File: src/rtl/core/lbg_pkg.sv
// Shared types, constants and the arctangent table for the beam-to-cell projector.
package lbg_pkg;

  // Map and scan limits
  localparam int unsigned MAX_GRID_DIM = 4096;
  localparam int unsigned MAX_BEAMS    = 4096;

  // Angle and rotation constants, Q4.30 in 34-bit signed words
  localparam logic signed [33:0] Q30_PI      = 34'sd3373259426;
  localparam logic signed [33:0] Q30_TWO_PI  = 34'sd6746518852;
  localparam logic signed [33:0] Q30_HALF_PI = 34'sd1686629713;
  localparam logic signed [33:0] Q30_GAIN    = 34'sd652032874;

  typedef enum logic [7:0] {
    REG_RANGE_WINDOW = 8'd0,
    REG_ANGLE_START  = 8'd1,
    REG_ANGLE_STEP   = 8'd2,
    REG_GRID_WIDTH   = 8'd3,
    REG_GRID_HEIGHT  = 8'd4,
    REG_ROW_X_GAINS  = 8'd5,
    REG_ROW_Y_GAINS  = 8'd6,
    REG_CELL_OFFSETS = 8'd7
  } cfg_reg_t;

  typedef struct packed {
    logic [31:0]        win_min;
    logic [31:0]        win_max;
    logic [31:0]        angle_start;
    logic [31:0]        angle_step;
    logic [12:0]        grid_w;
    logic [12:0]        grid_h;
    logic signed [31:0] gain_x0;
    logic signed [31:0] gain_x1;
    logic signed [31:0] gain_y0;
    logic signed [31:0] gain_y1;
    logic signed [31:0] off_x;
    logic signed [31:0] off_y;
  } cfg_t;

  typedef struct packed {
    logic        range_valid;
    logic [31:0] beam_range;
    logic [11:0] beam_index;
  } beam_t;

  // Item state handed from cell to cell along the rotation chain
  typedef struct packed {
    logic               rej;
    logic               flip;
    logic [31:0]        rng;
    logic signed [33:0] x;
    logic signed [33:0] y;
    logic signed [33:0] z;
  } rot_t;

  typedef struct packed {
    logic        hit;
    logic [11:0] cell_x;
    logic [11:0] cell_y;
    logic [23:0] cell_index;
  } cell_t;

  function automatic logic signed [33:0] atan_q30(input int unsigned i);
    logic signed [33:0] a;
    unique case (i)
      0:  a = 34'sh03243F6A8;
      1:  a = 34'sh01DAC6705;
      2:  a = 34'sh00FADBAFC;
      3:  a = 34'sh007F56EA6;
      4:  a = 34'sh003FEAB76;
      5:  a = 34'sh001FFD55B;
      6:  a = 34'sh000FFFAAA;
      7:  a = 34'sh0007FFF55;
      8:  a = 34'sh0003FFFEA;
      9:  a = 34'sh0001FFFFD;
      10: a = 34'sh0000FFFFF;
      11: a = 34'sh00007FFFF;
      12: a = 34'sh00003FFFF;
      13: a = 34'sh00001FFFF;
      14: a = 34'sh00000FFFF;
      15: a = 34'sh000007FFF;
      16: a = 34'sh000003FFF;
      17: a = 34'sh000001FFF;
      18: a = 34'sh000000FFF;
      19: a = 34'sh0000007FF;
      20: a = 34'sh0000003FF;
      21: a = 34'sh0000001FF;
      22: a = 34'sh0000000FF;
      23: a = 34'sh00000007F;
      24: a = 34'sh00000003F;
      25: a = 34'sh00000001F;
      26: a = 34'sh00000000F;
      27: a = 34'sh000000008;
      28: a = 34'sh000000004;
      29: a = 34'sh000000002;
      30: a = 34'sh000000001;
      default: a = 34'sh000000000;
    endcase
    return a;
  endfunction

endpackage

File: src/rtl/core/lbg_front.sv
// Beam qualification, angle build, range reduction and quadrant fold.
module lbg_front (
  input  logic           clk,
  input  logic           rst_n,
  input  lbg_pkg::cfg_t  cfg,
  input  logic           v_in,
  input  lbg_pkg::beam_t b_in,
  output logic           rdy_up,
  output logic           v_out,
  output lbg_pkg::rot_t  d_out,
  input  logic           rdy_dn
);
  import lbg_pkg::*;

  logic v1_r, v2_r, v3_r, v4_r;
  logic rdy1, rdy2, rdy3, rdy4;

  logic               rej1_r, rej2_r, rej3_r;
  logic [31:0]        rng1_r, rng2_r, rng3_r;
  logic [31:0]        prod1_r;
  logic signed [33:0] z2_r, z3_r;
  rot_t               d4_r;

  logic               rej_c;
  logic [31:0]        ang_c;
  logic signed [33:0] z3_nxt;
  rot_t               d4_nxt;

  assign rdy4   = !v4_r || rdy_dn;
  assign rdy3   = !v3_r || rdy4;
  assign rdy2   = !v2_r || rdy3;
  assign rdy1   = !v1_r || rdy2;
  assign rdy_up = rdy1;
  assign v_out  = v4_r;
  assign d_out  = d4_r;

  assign rej_c = !b_in.range_valid
              || (32'(b_in.beam_index) >= MAX_BEAMS)
              || (b_in.beam_range > cfg.win_max)
              || (b_in.beam_range < cfg.win_min);

  assign ang_c = cfg.angle_start + prod1_r;

  // One step of 2*pi brings any Q4.30 angle into (-pi, pi]
  always_comb begin
    priority if (z2_r > Q30_PI) begin
      z3_nxt = z2_r - Q30_TWO_PI;
    end else if (z2_r <= -Q30_PI) begin
      z3_nxt = z2_r + Q30_TWO_PI;
    end else begin
      z3_nxt = z2_r;
    end
  end

  // Fold into +-pi/2 and mark the result for negation
  always_comb begin
    d4_nxt.rej  = rej3_r;
    d4_nxt.rng  = rng3_r;
    d4_nxt.x    = Q30_GAIN;
    d4_nxt.y    = '0;
    d4_nxt.flip = 1'b0;
    d4_nxt.z    = z3_r;
    priority if (z3_r > Q30_HALF_PI) begin
      d4_nxt.z    = z3_r - Q30_PI;
      d4_nxt.flip = 1'b1;
    end else if (z3_r < -Q30_HALF_PI) begin
      d4_nxt.z    = z3_r + Q30_PI;
      d4_nxt.flip = 1'b1;
    end else begin
      d4_nxt.flip = 1'b0;
    end
  end

  always_ff @(posedge clk) begin
    if (!rst_n) begin
      v1_r <= 1'b0;
      v2_r <= 1'b0;
      v3_r <= 1'b0;
      v4_r <= 1'b0;
    end else begin
      if (rdy1) v1_r <= v_in;
      if (rdy2) v2_r <= v1_r;
      if (rdy3) v3_r <= v2_r;
      if (rdy4) v4_r <= v3_r;
    end
  end

  always_ff @(posedge clk) begin
    if (rdy1 && v_in) begin
      rej1_r  <= rej_c;
      rng1_r  <= b_in.beam_range;
      prod1_r <= 32'(32'(b_in.beam_index) * cfg.angle_step);
    end
    if (rdy2 && v1_r) begin
      rej2_r <= rej1_r;
      rng2_r <= rng1_r;
      z2_r   <= $signed({ang_c, 2'b00});
    end
    if (rdy3 && v2_r) begin
      rej3_r <= rej2_r;
      rng3_r <= rng2_r;
      z3_r   <= z3_nxt;
    end
    if (rdy4 && v3_r) begin
      d4_r <= d4_nxt;
    end
  end

endmodule

File: config.mk
export PLATFORM = sky130hd
export DESIGN_NAME = lbg_front
export DESIGN_NICKNAME = d
export VERILOG_FILES = /design/src/rtl/core/lbg_pkg.sv /design/src/rtl/core/lbg_front.sv
export SDC_FILE = /design/constraint.sdc
export NUM_CORES = 1
export LEC_CHECK = 0
export BUFFER_PORTS_ARGS = -buffer_cell sky130_fd_sc_hd__buf_2
export CAP_MARGIN = 20
export CORE_MARGIN = 10
export CORE_UTILIZATION = 38
export DETAILED_ROUTE_END_ITERATION = 8
export GPL_ROUTABILITY_DRIVEN = 0
export PLACE_DENSITY_LB_ADDON = 0.2
export SYNTH_ARGS = -nofsm -noshare
export SYNTH_HDL_FRONTEND = slang
export SYNTH_SLANG_ARGS = --single-unit
File: constraint.sdc
create_clock -name clk -period 9.09 [get_ports clk]
set_clock_uncertainty 0.15 [all_clocks]
set_input_delay 2.727 -clock clk [delete_from_list [all_inputs] [get_ports clk]]
set_output_delay 2.727 -clock clk [all_outputs]
set_load 0.05 [all_outputs]
==> results.toml <==
[drt]
viasPerCell = 4.93
dr.pass1.iters = 5
routed_wl_um = 56700
route.vias.total = 16255
antenna_left = 0
wl_per_cell_um = 17.2
drc = 0
drt_iter0_drc = 811

[sta]
post-route-period-util_pct = 89.0
worstMarginPinSlew_ns = 1.08
setup_tns_ns = 0
fin_crit_ns = 8.09
max_freq_mhz = 124
slew_headroom_pct = 27.6
rsz0062_at_grt = "no"
maxSlewViolCount = 0
hold_viol = 0
setup-violations-final = 0

[floorplanning]
initial_utilization_pct = 38.5
die_x_um = 268
core_area_sq_um = 60600
die_h_um = 268
design.die.area_sq_um = 71700
ios = 533
rows = 90

[setup_path]
cp-end-kind = "register"
cpPeakStageDelay_ns = 0.52
cp_cell_sequence = "buf_2 -> nand2_1 -> fa_1 -> fa_1 -> fa_1 -> inv_1 -> fa_1 -> inv_1 -> fa_1 -> inv_1 -> ha_1 -> a2111oi_0 -> o21ai_0 -> nand3_1 -> o211ai_1 -> a21oi_1 -> o21a_1 -> nor3_1 -> a311oi_1 -> xnor2_1"
crit_path_start_kind = "input pin"
cp.arrival_ns = 8.22
crit_slowest_cell = "fa_1"
crit_type = "in -> reg"
crit_fanout = 17
required_ns = 9.22
cp_common_cell = "fa_1"

[clock_tree]
clockRootBuffer = "clkbuf_16"
path_clk_slew_ns = 0.07
cts_resized = 0
cts_setup_buffers = 0
cts_sinks = 265
cts_buffer_depth = 3
clkLatencyLatePin_ns = 0.55
holdBufCountCts = 0
cts.htree.levels = 1
cts_tree = "done"
numCtsBuffers = 27

[pwr]
power_frac_comb_pct = 60.4
p_clk_share_pct = 14.7
seq_power_share_pct = 24.9
finalPower_mw = 7.85
internal_power_mw = 4.58
p_leak_nw = 11.7
irDropWorstVdd_uv = 206
p_per_area_nw_per_um2 = 302
power.switching_mw = 3.27
switching_share_pct = 41.6

[global_routing]
antenna_found_initial = 7
grt_pass1_vias = 17161
grt-ovfl-total = 0
grt_max_degree = 67
grt_pass1_wl_um = 90900
grtUsageTotal_pct = 15.6

[synthesis]
syn-cell-area_sq_um = 23300
synth_top_cell_area_share_pct = 33.6
synth-seq-cells = 265
synthCells = 2296
ys_top_cells_by_area = "edfxtp_1, fa_1, ha_1, inv_1, nand2_1"
yosysSeqAreaShare_pct = 34.0
synth-edff-count = 261
ys.flop_type = "edfxtp_1"
synth_warnings = 0
yosysTopAreaCell = "edfxtp_1"
synth.cells.most_frequent = "inv_1, nand2_1, edfxtp_1"
yosysMostFrequentCell = "inv_1"
synth_cell_types = 81
async_flop_share_pct = 0
synth.avg_cell_area_sq_um = 10.2

[final_layout]
design_area_sq_um = 26000
final_nets = 3276
layout.cells.non_filler = 3294
fin_util_pct = 43.0
area_growth_pct = 11.6
layout-drive-gt1-share_pct = 13.3
fillers = 5873

[min_path]
hold_path_class = "reg -> reg"

[placement]
postPlaceCellArea_sq_um = 25100
placed_cells = 3245
port_buffers = 245
hpwlAfterDp_um = 46500

[status]
status = "completed"

[flow_run]
maxCapViolCount = 0
[layout by cell type (no fill, tap or decap), types with 7 or more instances in the layout]
cell | synthesis | routed
a31oi_1 | 21 | 20
nor4_1 | 7 | 7
nor3_1 | 22 | 22
o211ai_1 | 12 | 12
and3_1 | 11 | 11
o21a_1 | 23 | 23
o22ai_1 | 11 | 11
xnor2_1 | 93 | 93
or3_1 | 8 | 8
inv_1 | 366 | 366
o21ai_0 | 63 | 63
nand4_1 | 19 | 19
o21bai_1 | 10 | 10
edfxtp_1 | 261 | 261
a21oi_1 | 110 | 110
nor2b_1 | 17 | 15
o31ai_1 | 8 | 8
buf_4 | 70 | 22
ha_1 | 149 | 149
a21o_1 | 44 | 44
nor2_1 | 62 | 62
o21ai_1 | 11 | 11
clkbuf_16 | 0 | 27
fa_1 | 240 | 240
conb_1 | 2 | 69
buf_2 | 6 | 245
nand2b_1 | 8 | 8
and2_1 | 96 | 96
xor2_1 | 39 | 39
nand2_1 | 294 | 294
a211oi_1 | 13 | 13
nand3_1 | 17 | 17
[area by class of cell]
| class | instances | area (sq um) | share of cell area (%) |
|---|---|---|---|
| diodes | 1 | 2.50 | 0.00961 |
| well taps | 782 | 978 | 3.76 |
| repair buffers | 267 | 1390 | 5.35 |
| inverters | 366 | 1370 | 5.28 |
| flip-flops and latches | 265 | 7920 | 30.4 |
| clock inverters | 21 | 273 | 1.05 |
| multi-input cells | 1565 | 13400 | 51.5 |
| clock buffers | 27 | 676 | 2.60 |
[metal layers]
layer | vias up | GRT usage [%] | share of wire (%) | wire length [um]
met1 | 7914 | 20.8 | 45 | 25400
met5 | - | 0 | 0.023 | 13
met2 | 437 | 27.0 | 49 | 27500
met3 | 74 | 1.83 | 5.1 | 2870
li1 | 7828 | - | - | -
met4 | 2 | 3.16 | 1.7 | 967
[power by group through the flow]
stage / Combinational, mW / Clock [mW] / Sequential (mW)
detailed placement: 4.75 / 0 / 1.98
finish: 4.74 / 1.15 / 1.96
global route: 5.43 / 1.25 / 1.98
global placement: 4.67 / 0 / 1.97
CTS: 4.78 / 1.20 / 1.95
floorplan: 3.80 / 0 / 1.91
[stage by stage]
| stage | setup slack, ns | hold slack, ns |
|---|---|---|
| detailed placement | 0.421 | 0.255 |
| global route | 0.617 | 0.270 |
| floorplan | 0.596 | 0.250 |
| CTS | 0.991 | 0.268 |
| finish | 1.00 | 0.266 |
| global placement | 0.515 | 0.250 |
[flip-flops by register name, indices dropped and copies added, names as in the netlist, 32 cells and up]
signal and flops:
z2_r 32, rng1_r 32, prod1_r 32, rng2_r 32
d_out 66, rng3_r 32, z3_r 32
[critical path: cells and delay by family]
family	cells	cell delay, ns
adders and majority gates	6	2.84
and+or+nand+nor	3	0.43
xor gates and xnor gates	1	0.10
buffers and inverters	4	0.48
AOI/OAI and AO/OA	6	1.62
[worst paths after layout]
kind | slack (ns) | end | depth (start not counted) | start
worst max-delay path | 1.00 | prod1_r[31]$_DFFE_PP_ | 20 | b_in[7]
worst min-delay path | 0.27 | rng3_r[11]$_DFFE_PP_ | 0 | rng2_r[11]$_DFFE_PP_
worst min register to register | 0.27 | rng3_r[11]$_DFFE_PP_ | 0 | rng2_r[11]$_DFFE_PP_
worst max register to register | 5.69 | d_out[16]$_DFFE_PP_ | 9 | z3_r[14]$_DFFE_PP_
[cell families (layout without fill, tap and decap cells)]
kind of cell	Yosys count	after routing	share of synthesized area, %
adders and majority gates	389	389	28.6
other	2	70	0.0322
DFF	265	265	34.0
and+or+nand+nor	582	582	11.7
AOI/OAI and AO/OA	391	391	10.9
buffers and inverters	533	681	9.77
muxes	2	2	0.0859
xor gates and xnor gates	132	132	4.96
No activity file was read; power rests on OpenSTA's default activity.
