File: src/rtl/core/lbg_pkg.sv
// Shared types, constants and the arctangent table for the beam-to-cell projector.
package lbg_pkg;

  // Map and scan limits
  localparam int unsigned MAX_GRID_DIM = 4096;
  localparam int unsigned MAX_BEAMS    = 4096;

  // Angle and rotation constants, Q4.30 in 34-bit signed words
  localparam logic signed [33:0] Q30_PI      = 34'sd3373259426;
  localparam logic signed [33:0] Q30_TWO_PI  = 34'sd6746518852;
  localparam logic signed [33:0] Q30_HALF_PI = 34'sd1686629713;
  localparam logic signed [33:0] Q30_GAIN    = 34'sd652032874;

  typedef enum logic [7:0] {
    REG_RANGE_WINDOW = 8'd0,
    REG_ANGLE_START  = 8'd1,
    REG_ANGLE_STEP   = 8'd2,
    REG_GRID_WIDTH   = 8'd3,
    REG_GRID_HEIGHT  = 8'd4,
    REG_ROW_X_GAINS  = 8'd5,
    REG_ROW_Y_GAINS  = 8'd6,
    REG_CELL_OFFSETS = 8'd7
  } cfg_reg_t;

  typedef struct packed {
    logic [31:0]        win_min;
    logic [31:0]        win_max;
    logic [31:0]        angle_start;
    logic [31:0]        angle_step;
    logic [12:0]        grid_w;
    logic [12:0]        grid_h;
    logic signed [31:0] gain_x0;
    logic signed [31:0] gain_x1;
    logic signed [31:0] gain_y0;
    logic signed [31:0] gain_y1;
    logic signed [31:0] off_x;
    logic signed [31:0] off_y;
  } cfg_t;

  typedef struct packed {
    logic        range_valid;
    logic [31:0] beam_range;
    logic [11:0] beam_index;
  } beam_t;

  // Item state handed from cell to cell along the rotation chain
  typedef struct packed {
    logic               rej;
    logic               flip;
    logic [31:0]        rng;
    logic signed [33:0] x;
    logic signed [33:0] y;
    logic signed [33:0] z;
  } rot_t;

  typedef struct packed {
    logic        hit;
    logic [11:0] cell_x;
    logic [11:0] cell_y;
    logic [23:0] cell_index;
  } cell_t;

  function automatic logic signed [33:0] atan_q30(input int unsigned i);
    logic signed [33:0] a;
    unique case (i)
      0:  a = 34'sh03243F6A8;
      1:  a = 34'sh01DAC6705;
      2:  a = 34'sh00FADBAFC;
      3:  a = 34'sh007F56EA6;
      4:  a = 34'sh003FEAB76;
      5:  a = 34'sh001FFD55B;
      6:  a = 34'sh000FFFAAA;
      7:  a = 34'sh0007FFF55;
      8:  a = 34'sh0003FFFEA;
      9:  a = 34'sh0001FFFFD;
      10: a = 34'sh0000FFFFF;
      11: a = 34'sh00007FFFF;
      12: a = 34'sh00003FFFF;
      13: a = 34'sh00001FFFF;
      14: a = 34'sh00000FFFF;
      15: a = 34'sh000007FFF;
      16: a = 34'sh000003FFF;
      17: a = 34'sh000001FFF;
      18: a = 34'sh000000FFF;
      19: a = 34'sh0000007FF;
      20: a = 34'sh0000003FF;
      21: a = 34'sh0000001FF;
      22: a = 34'sh0000000FF;
      23: a = 34'sh00000007F;
      24: a = 34'sh00000003F;
      25: a = 34'sh00000001F;
      26: a = 34'sh00000000F;
      27: a = 34'sh000000008;
      28: a = 34'sh000000004;
      29: a = 34'sh000000002;
      30: a = 34'sh000000001;
      default: a = 34'sh000000000;
    endcase
    return a;
  endfunction

endpackage

File: src/rtl/core/lbg_cordic_cell.sv
// One rotation-mode CORDIC cell with its own pipeline register.
module lbg_cordic_cell #(
  parameter int unsigned IDX = 0
) (
  input  logic          clk,
  input  logic          rst_n,
  input  logic          v_in,
  input  lbg_pkg::rot_t d_in,
  output logic          rdy_up,
  output logic          v_out,
  output lbg_pkg::rot_t d_out,
  input  logic          rdy_dn
);
  import lbg_pkg::*;

  logic               v_r;
  rot_t               d_r;
  rot_t               d_nxt;
  logic signed [33:0] xi;
  logic signed [33:0] yi;
  logic signed [33:0] zi;
  logic signed [33:0] atan_c;

  assign xi     = d_in.x;
  assign yi     = d_in.y;
  assign zi     = d_in.z;
  assign atan_c = atan_q30(IDX);
  assign rdy_up = !v_r || rdy_dn;
  assign v_out  = v_r;
  assign d_out  = d_r;

  // Rotate toward zero residual angle; shifts floor toward minus infinity
  always_comb begin
    d_nxt = d_in;
    if (!zi[33]) begin
      d_nxt.x = xi - (yi >>> IDX);
      d_nxt.y = yi + (xi >>> IDX);
      d_nxt.z = zi - atan_c;
    end else begin
      d_nxt.x = xi + (yi >>> IDX);
      d_nxt.y = yi - (xi >>> IDX);
      d_nxt.z = zi + atan_c;
    end
  end

  always_ff @(posedge clk) begin
    if (!rst_n) begin
      v_r <= 1'b0;
    end else if (rdy_up) begin
      v_r <= v_in;
    end
  end

  always_ff @(posedge clk) begin
    if (rdy_up && v_in) begin
      d_r <= d_nxt;
    end
  end

endmodule

File: config.mk
export PLATFORM = sky130hd
export DESIGN_NAME = lbg_cordic_cell
export DESIGN_NICKNAME = d
export VERILOG_FILES = /design/src/rtl/core/lbg_pkg.sv /design/src/rtl/core/lbg_cordic_cell.sv
export SDC_FILE = /design/constraint.sdc
export NUM_CORES = 1
export LEC_CHECK = 0
export BUFFER_PORTS_ARGS = -buffer_cell sky130_fd_sc_hd__buf_2
export CAP_MARGIN = 25
export CORE_MARGIN = 2
export CORE_UTILIZATION = 56
export CTS_CLUSTER_SIZE = 25
export DETAILED_ROUTE_END_ITERATION = 8
export PLACE_DENSITY = 0.91
export SLEW_MARGIN = 5
export SYNTH_ARGS = -nofsm -noshare
export SYNTH_HDL_FRONTEND = slang
export SYNTH_SLANG_ARGS = --single-unit
File: constraint.sdc
create_clock -name clk -period 5.81 [get_ports clk]
set_input_delay 0.581 -clock clk [delete_from_list [all_inputs] [get_ports clk]]
set_output_delay 0.581 -clock clk [all_outputs]
set_load 0.05 [all_outputs]
==> summary.txt, run 1 <==
Global routing
  – Total track usage: 0.315
  – First-pass GRT wire length: 54.7 mm
  – Total global routing overflow: 0
  – Vias in the first global route: 10400
  – Pin count of the biggest net entering global routing: 83
  – Antenna violations before repair: 0

Pwr
  – Leak pwr: 6.19 nW
  – Worst VDD drop: 0.141 mV
  – Total design power: 3.81 mW
  – Pwr dens: 277 nW/um2

Setup path
  – Kind of critical path: input port to flip-flop
  – Critical path arrival: 3970 ps
  – Worst EP required: 6010 ps
  – Max incr delay on CP: 500 ps
  – Critical Path Source Type: input port
  – CP Cell Sequence: buf_4, inv_2, buf_4, ha_1, a211oi_1, nor2_1, a211oi_1, nor3_1, o21ai_0, a21oi_1, o311ai_0
  – Crit Path Max Fanout: 55
  – Crit-path slowest cell: buf_4
  – CP endpoint kind: flip-flop

Yosys
  – XOR/XNOR share of the synthesized area: 0.0617
  – Seq/Total Area, Yosys: 0.350
  – Post-synth ARST share: 0
  – Synthesized-area fraction occupied by and/or/nand/nor cells: 0.129
  – YS warnings: 0
  – Synth area leaders: edfxtp_1 (35%), ha_1 (14%), a21oi_1 (5.3%), xnor2_1 (4.7%), inv_1 (3.5%)
  – Syn nets: 1546
  – Dominant synthesized flop cell: edfxtp_1
  – Post-synthesis adder-cell area fraction: 0.144
  – #FFs+latches synth: 136
  – Unique cell type count in the Yosys netlist: 70
  – Synth area leader: edfxtp_1
  – Mux share of post-synthesis cell area: 0.0139
  – Post-synth EDFFs: 135
  – Cell area after synthesis: 11600 um2
  – Largest family of logic cells by synthesized area: compound AO/OA/AOI/OAI gates
  – Cells after Synth: 1274
  – Mean Syn Cell Area: 9.14 um2
  – Compound-gate portion of the synthesized area: 0.243
  – Top cell type's share of synthesized area: 0.348

Placement
  – Number of instances in the placed design: 1768
  – DP HPWL: 28.1 mm
  – IO Port Bufs: 277
  – DP Area: 13100 um2
  – Pre-CTS setup slack: 1770 ps
  – Gpl congestion: 1.03

CTS
  – Clk Latency, worst-skew pair: 420 ps
  – Cts repair resizes: 0
  – CTS sink cnt: 136
  – Max Root-Sink Buffers: 2
  – CTS clk-pin slew, worst paths: 70 ps
  – Setup bufs post-CTS: 0
  – CTS buffer count: 17
  – TritonCTS clock tree: built
  – Hold-fix buffers at CTS: 0
  – Root Driver: clkbuf_16
  – H-tree depth: 4

Cells and area
  – Layout Cells excl Fill: 1801
  – Fill cell count: 1640
  – Layout cells sized above 1: 0.218
  – # nets final: 1790
  – Area grow syn2layout: 18.1%
  – Fin area: 13700 um2
  – Post-layout util: 0.677
  – Antenna cells: 0
  – Most frequent cells in the layout: buf_2 (276), edfxtp_1 (135), ha_1 (128), a21oi_1 (124), inv_1 (109)
  – Commonest non-fill, non-tap cell in the layout: buf_2

Route
  – Via count: 11200
  – WL final: 35.9 mm
  – 1st-pass router iterations: 8
  – DR vias/cell: 6.24
  – Initial DRC Count: 1140
  – DRC errors left: 0
  – Antenna Violating Nets Remaining: 0
  – Wire per inst: 20.0 um

Floorplan
  – Die Wd: 148 um
  – IO Pins: 278
  – Initial core utilization: 0.573
  – Die height: 148 um
  – Core box area: 20300 um2
  – Die area: 22000 um2
  – Row count: 52

STA
  – Clock skew: 13.6 ps
  – WHS: 327 ps
  – Worst setup margin: 2040 ps
  – # setup viols final: 0
  – Final min period: 3770 ps
  – RSZ-0062 raised after global routing: no
  – Final slew viol count: 0
  – F_max: 265 MHz
  – Final hold vios: 0
  – Setup TNS: 0 ps
  – Fin crit share: 0.649
  – Slew HR: 0.207
  – Worst slew pin tran: 1170 ps

Outcome
  – Run status: complete, no violations

Job
  – Maximum capacitance violations: 0

Worst hold path
  – Tightest Hold Check Type: input port to flip-flop
[registers in the layout, indices dropped and copies added (netlist names)]
name / cells
v_out: 1
d_out: 135
[final timing paths]
kind / start / endpoint / slack, ps / cells after the start
worst min register to register: v_out / v_out / 570 / 2
worst max-delay path: d_in[33] / d_out[32] / 2040 / 11
worst max register to register: v_out / d_out[77] / 3900 / 3
worst min-delay path: d_in[1] / d_out[1] / 330 / 1
[layer usage]
metal	vias up	GRT usage	wire length [um]
li1	5171	-	-
met1	5238	0.431	14400
met2	730	0.520	16800
met3	96	0.0439	3640
met4	0	0.0995	1070
met5	-	0	0
[where the power goes]
group          total [mW]  switching (mW)  internal, mW
Combinational        1.48            1.04         0.434
Sequential           1.27          0.0357          1.24
Clock                1.06           0.485         0.571
[cell usage after synthesis, drive strengths merged (6+ instances only)]
cell and instances:
edfxtp 135, ha 128, a21oi 125, inv 110, nor2 104, o21ai 73
xnor2 63, nand2 62, a21o 41, buf 30, nor3 28, clkbuf 26
a211oi 25, nand3 24, o21bai 20, nand2b 19, xor2 19, mux2i 15
o31ai 15, and3 14, nand4 14, o21a 14, a31oi 13, nor2b 13
o211ai 13, a211o 10, nor4 8, o221ai 8, a21boi 7, a221oi 7
and2 6
[critical path, delay by kind of cell]
family / cells / cell delay (ps)
compound gates: 5 / 1670
simple gates: 2 / 280
buf+inv: 3 / 1070
fa+ha+maj: 1 / 370
[logic make-up after synthesis]
kind of cell	after synthesis
AOI/OAI and AO/OA	425
and+or+nand+nor	313
buffers and inverters	170
DFF	136
adders and majority gates	132
xor gates and xnor gates	82
muxes	16
[cell type report]
class	instances	area, um2	share of cell area
inverter	114	428	0.0311
multi-input combinational	968	6890	0.501
clock buffer	17	425	0.0309
timing repair buffer	281	1440	0.105
tap	270	338	0.0246
sequential	136	4070	0.296
clock inverter	15	151	0.0110
No activity file was read; power rests on OpenSTA's default activity.
==> run 2, diff against run 1 <==
- ABC_AREA: unset -> 1
- CORE_UTILIZATION: 56 -> 57
- clock period: 5.81 -> 3.7 ns (I/O delays scaled with it)
==> run 2 against run 1 <==
Net effect:
- register-to-register slack worse by 1800 ps
- combinational power is 63% higher
- die area rose by 9.9%
- cell area is 10% higher
- clock power grew 75%
- setup slack worse by 700 ps
- non-clock buffer count down 1
- highest routed layer unchanged
==> summary.txt, run 2 <==
Setup path
  – Max incr delay on CP: 450 ps (-50 ps)
  – CP Cell Sequence: buf_2, inv_1, ha_1, inv_1, nand2_1, nor2_1, nand2_1, nor3_1, nand2_1, nand3_1, nand2_1, nand3_1, nand2_1
  – Worst path most repeated cell: nand2_1
  – CP endpoint kind: flip-flop
  – Crit-path slowest cell: ha_1
  – R2R Path Start: v_out
  – Worst EP required: 3890 ps (-2120 ps)
  – R2R depth: 2 (-1)
  – Worst Setup SP: d_in[59]
  – Kind of critical path: input port to flip-flop
  – Critical Path Source Type: input port
  – CP endpoint: d_out[61]
  – Register-to-register setup slack: 2150 ps (-1750 ps)
  – FF-to-FF End: d_out[67]
  – Crit Path Max Fanout: 8 (-85%)
  – Critical path arrival: 2550 ps (-1420 ps)

Yosys
  – YS warnings: 0 (unchanged)
  – Seq/Total Area, Yosys: 0.312 (-0.0379)
  – Post-synth ARST share: 0 (unchanged)
  – Dominant synthesized flop cell: edfxtp_1
  – Syn nets: 2137 (+38%)
  – Synth area leader: edfxtp_1
  – Synth area leaders: edfxtp_1 (31%), nand2_1 (15%), ha_1 (12%), inv_1 (7.2%), nand3_1 (6.9%)
  – Top cell type's share of synthesized area: 0.311 (-0.0377)
  – Count leader, synth: nand2_1
  – Most frequent cells after synthesis: nand2_1 (517), inv_1 (250), nand3_1 (179)
  – Compound-gate portion of the synthesized area: 0.132 (-0.111)
  – Unique cell type count in the Yosys netlist: 46 (-34%)
  – Mean Syn Cell Area: 7.00 um2 (-23%)
  – Synthesized-area fraction occupied by and/or/nand/nor cells: 0.300 (+0.171)
  – Post-synth EDFFs: 135 (unchanged)
  – Largest family of logic cells by synthesized area: simple AND/OR/NAND/NOR gates
  – Post-synthesis adder-cell area fraction: 0.129 (-0.0156)
  – Cells after Synth: 1865 (+46%)
  – Mux share of post-synthesis cell area: 0 (-0.0139)
  – XOR/XNOR share of the synthesized area: 0.0315 (-0.0302)
  – Cell area after synthesis: 13100 um2 (+12%)
  – #FFs+latches synth: 136 (unchanged)

Route
  – Wire per inst: 18.0 um (-10%)
  – DR vias/cell: 5.83 (-6.6%)
  – WL final: 43.4 mm (+21%)
  – 1st-pass router iterations: 6 (-2)
  – Antenna Violating Nets Remaining: 0 (unchanged)
  – DRC errors left: 0 (unchanged)
  – Initial DRC Count: 1472 (+29%)
  – Via count: 14100 (+25%)

STA
  – # setup viols final: 0 (unchanged)
  – Worst slew pin tran: 775 ps (-400 ps)
  – Final min period: 2360 ps
  – Slew HR: 0.483 (+0.277)
  – Clock skew: 10.0 ps (-3.59 ps)
  – Fin crit share: 0.638
  – RSZ-0062 raised after global routing: no
  – Final slew viol count: 0 (unchanged)
  – Final hold vios: 0 (unchanged)
  – F_max: 423 MHz
  – Setup TNS: 0 ps (unchanged)
  – Worst setup margin: 1340 ps (-699 ps)

Floorplan
  – Die Wd: 155 um (+4.8%)
  – Row count: 55 (+5.8%)
  – Initial core utilization: 0.578 (+0.00486)
  – Die area: 24100 um2 (+9.9%)
  – IO Pins: 278 (unchanged)
  – Core box area: 22600 um2 (+11%)
  – Die height: 155 um (+4.8%)

Cells and area
  – Commonest non-fill, non-tap cell in the layout: nand2_1
  – Fill cell count: 2000 (+22%)
  – Multi-input combinational cell area: 7740 um2 (+12%)
  – Register area: 4070 um2 (unchanged)
  – Layout cells sized above 1: 0.165 (-0.0531)
  – Antenna cells: 0 (unchanged)
  – Area grow syn2layout: 16.4%
  – Most frequent cells in the layout: nand2_1 (517), buf_2 (277), inv_1 (250), nand3_1 (179)
  – Layout Cells excl Fill: 2417 (+34%)
  – Max reg flops: 135 (unchanged)
  – # nets final: 2391 (+34%)

Placement
  – IO Port Bufs: 277 (unchanged)
  – Pre-CTS setup slack: 991 ps (-778 ps)
  – Number of instances in the placed design: 2385 (+35%)
  – Gpl congestion: 1.09 (+5.6%)
  – DP HPWL: 34.9 mm (+24%)

Outcome
  – Run status: complete, no violations

Global routing
  – Antenna violations before repair: 0 (unchanged)
  – Total track usage: 0.350 (+0.0357)
  – Total global routing overflow: 0 (unchanged)
  – First-pass GRT wire length: 66.2 mm (+21%)
  – Vias in the first global route: 13300 (+28%)
  – Pin count of the biggest net entering global routing: 136 (+64%)

CTS
  – Root Driver: clkbuf_16
  – H-tree depth: 4 (unchanged)
  – Hold-fix buffers at CTS: 0 (unchanged)
  – CTS sink cnt: 136 (unchanged)
  – Setup bufs post-CTS: 0 (unchanged)
  – TritonCTS clock tree: built
  – Max Root-Sink Buffers: 2 (unchanged)
  – Clk Latency, worst-skew pair: 430 ps (about the same)
  – CTS clk-pin slew, worst paths: 70 ps (about the same)
  – CTS buffer count: 17 (unchanged)
  – Cts repair resizes: 0 (unchanged)

Worst hold path
  – Tightest Hold Check Type: input port to flip-flop

Job
  – Maximum capacitance violations: 0 (unchanged)

Pwr
  – Flop pwr share: 0.315 (-0.020)
  – Combinational power share: 0.386 (-0.002)
  – Pwr dens: 410 nW/um2 (+48%)
  – Net Sw Frac: 0.425 (+0.0143)
  – P_sw: 2.65 mW (+69%)
  – Worst VDD drop: 0.284 mV (+100%)
  – Leak pwr: 7.64 nW (+23%)
  – Pint: 3.58 mW (+60%)
  – Clk pwr share: 0.299 (+0.021)
[run 2: cell count changes in the layout (fill, tap and decap cells not counted), sizes merged, moves of 25 or more]
cell / before / now
a21oi: 125 / 159
a21o: 41 / 8
a211oi: 25 / 0
inv: 119 / 265
xnor2: 63 / 1
nor2: 104 / 165
o21ai: 73 / 119
nand3: 24 / 181
xor2: 19 / 46
nand2: 62 / 525
[run 2: cell families after synthesis]
group           count (synthesis)
xor+xnor                       47
fa+ha+maj                     132
simple gates                  926
compound gates                321
flops                         136
buf+inv                       303
[run 2: per-stage QoR]
stage | utilization | power (mW) | area [um2] | hold WS (ps)
4_1_cts | 0.673 | 6.18 | 15200 | 101
2_1_floorplan | - | 3.71 | 13100 | 469
3_5_place_dp | 0.645 | 4.34 | 14600 | 548
6_report | 0.673 | 6.23 | 15200 | 102
5_1_grt | 0.673 | 6.48 | 15200 | 90.1
3_3_place_gp | 0.645 | 4.30 | 14600 | 522
[run 2: layer usage]
layer,track usage,vias to the layer above,share of wire
li1,-,6656,-
met2,0.597,903,0.46
met1,0.430,6358,0.39
met4,0.177,0,0.054
met5,0,-,0
met3,0.0588,163,0.097
[run 2: critical path, delay by kind of cell]
family | cells | cell delay, ps
fa+ha+maj | 1 | 450
simple gates | 9 | 1300
buf+inv | 3 | 420
[run 2: final cells by class]
cell class                      count  share of cell area
Multi-Input combinational cell   1426               0.510
Sequential cell                   136               0.268
Timing Repair Buffer              280              0.0936
Inverter                          258              0.0639
Clock buffer                       17              0.0280
Tap cell                          285              0.0235
Clock inverter                     15              0.0133
[run 2: worst min path at each step]
stage               startpoint    endpoint  slack [ps]  cells after the start
floorplan              d_in[0]    d_out[0]         470                      0
global placement         v_out       v_out         520                      2
detailed placement   d_in[134]  d_out[134]         550                      1
CTS                    d_in[2]    d_out[2]         100                      1
global route         d_in[111]  d_out[111]          90                      1
finish                 d_in[1]    d_out[1]         100                      1
[run 2: power groups by stage]
stage / sequential (mW) / clock (mW) / combinational, mW
after floorplan: 2.54 / 0 / 1.17
after global placement: 1.99 / 0 / 2.30
final: 1.96 / 1.86 / 2.41
after CTS: 1.97 / 1.86 / 2.35
after detailed placement: 2.00 / 0 / 2.34
after global routing: 1.98 / 1.92 / 2.59
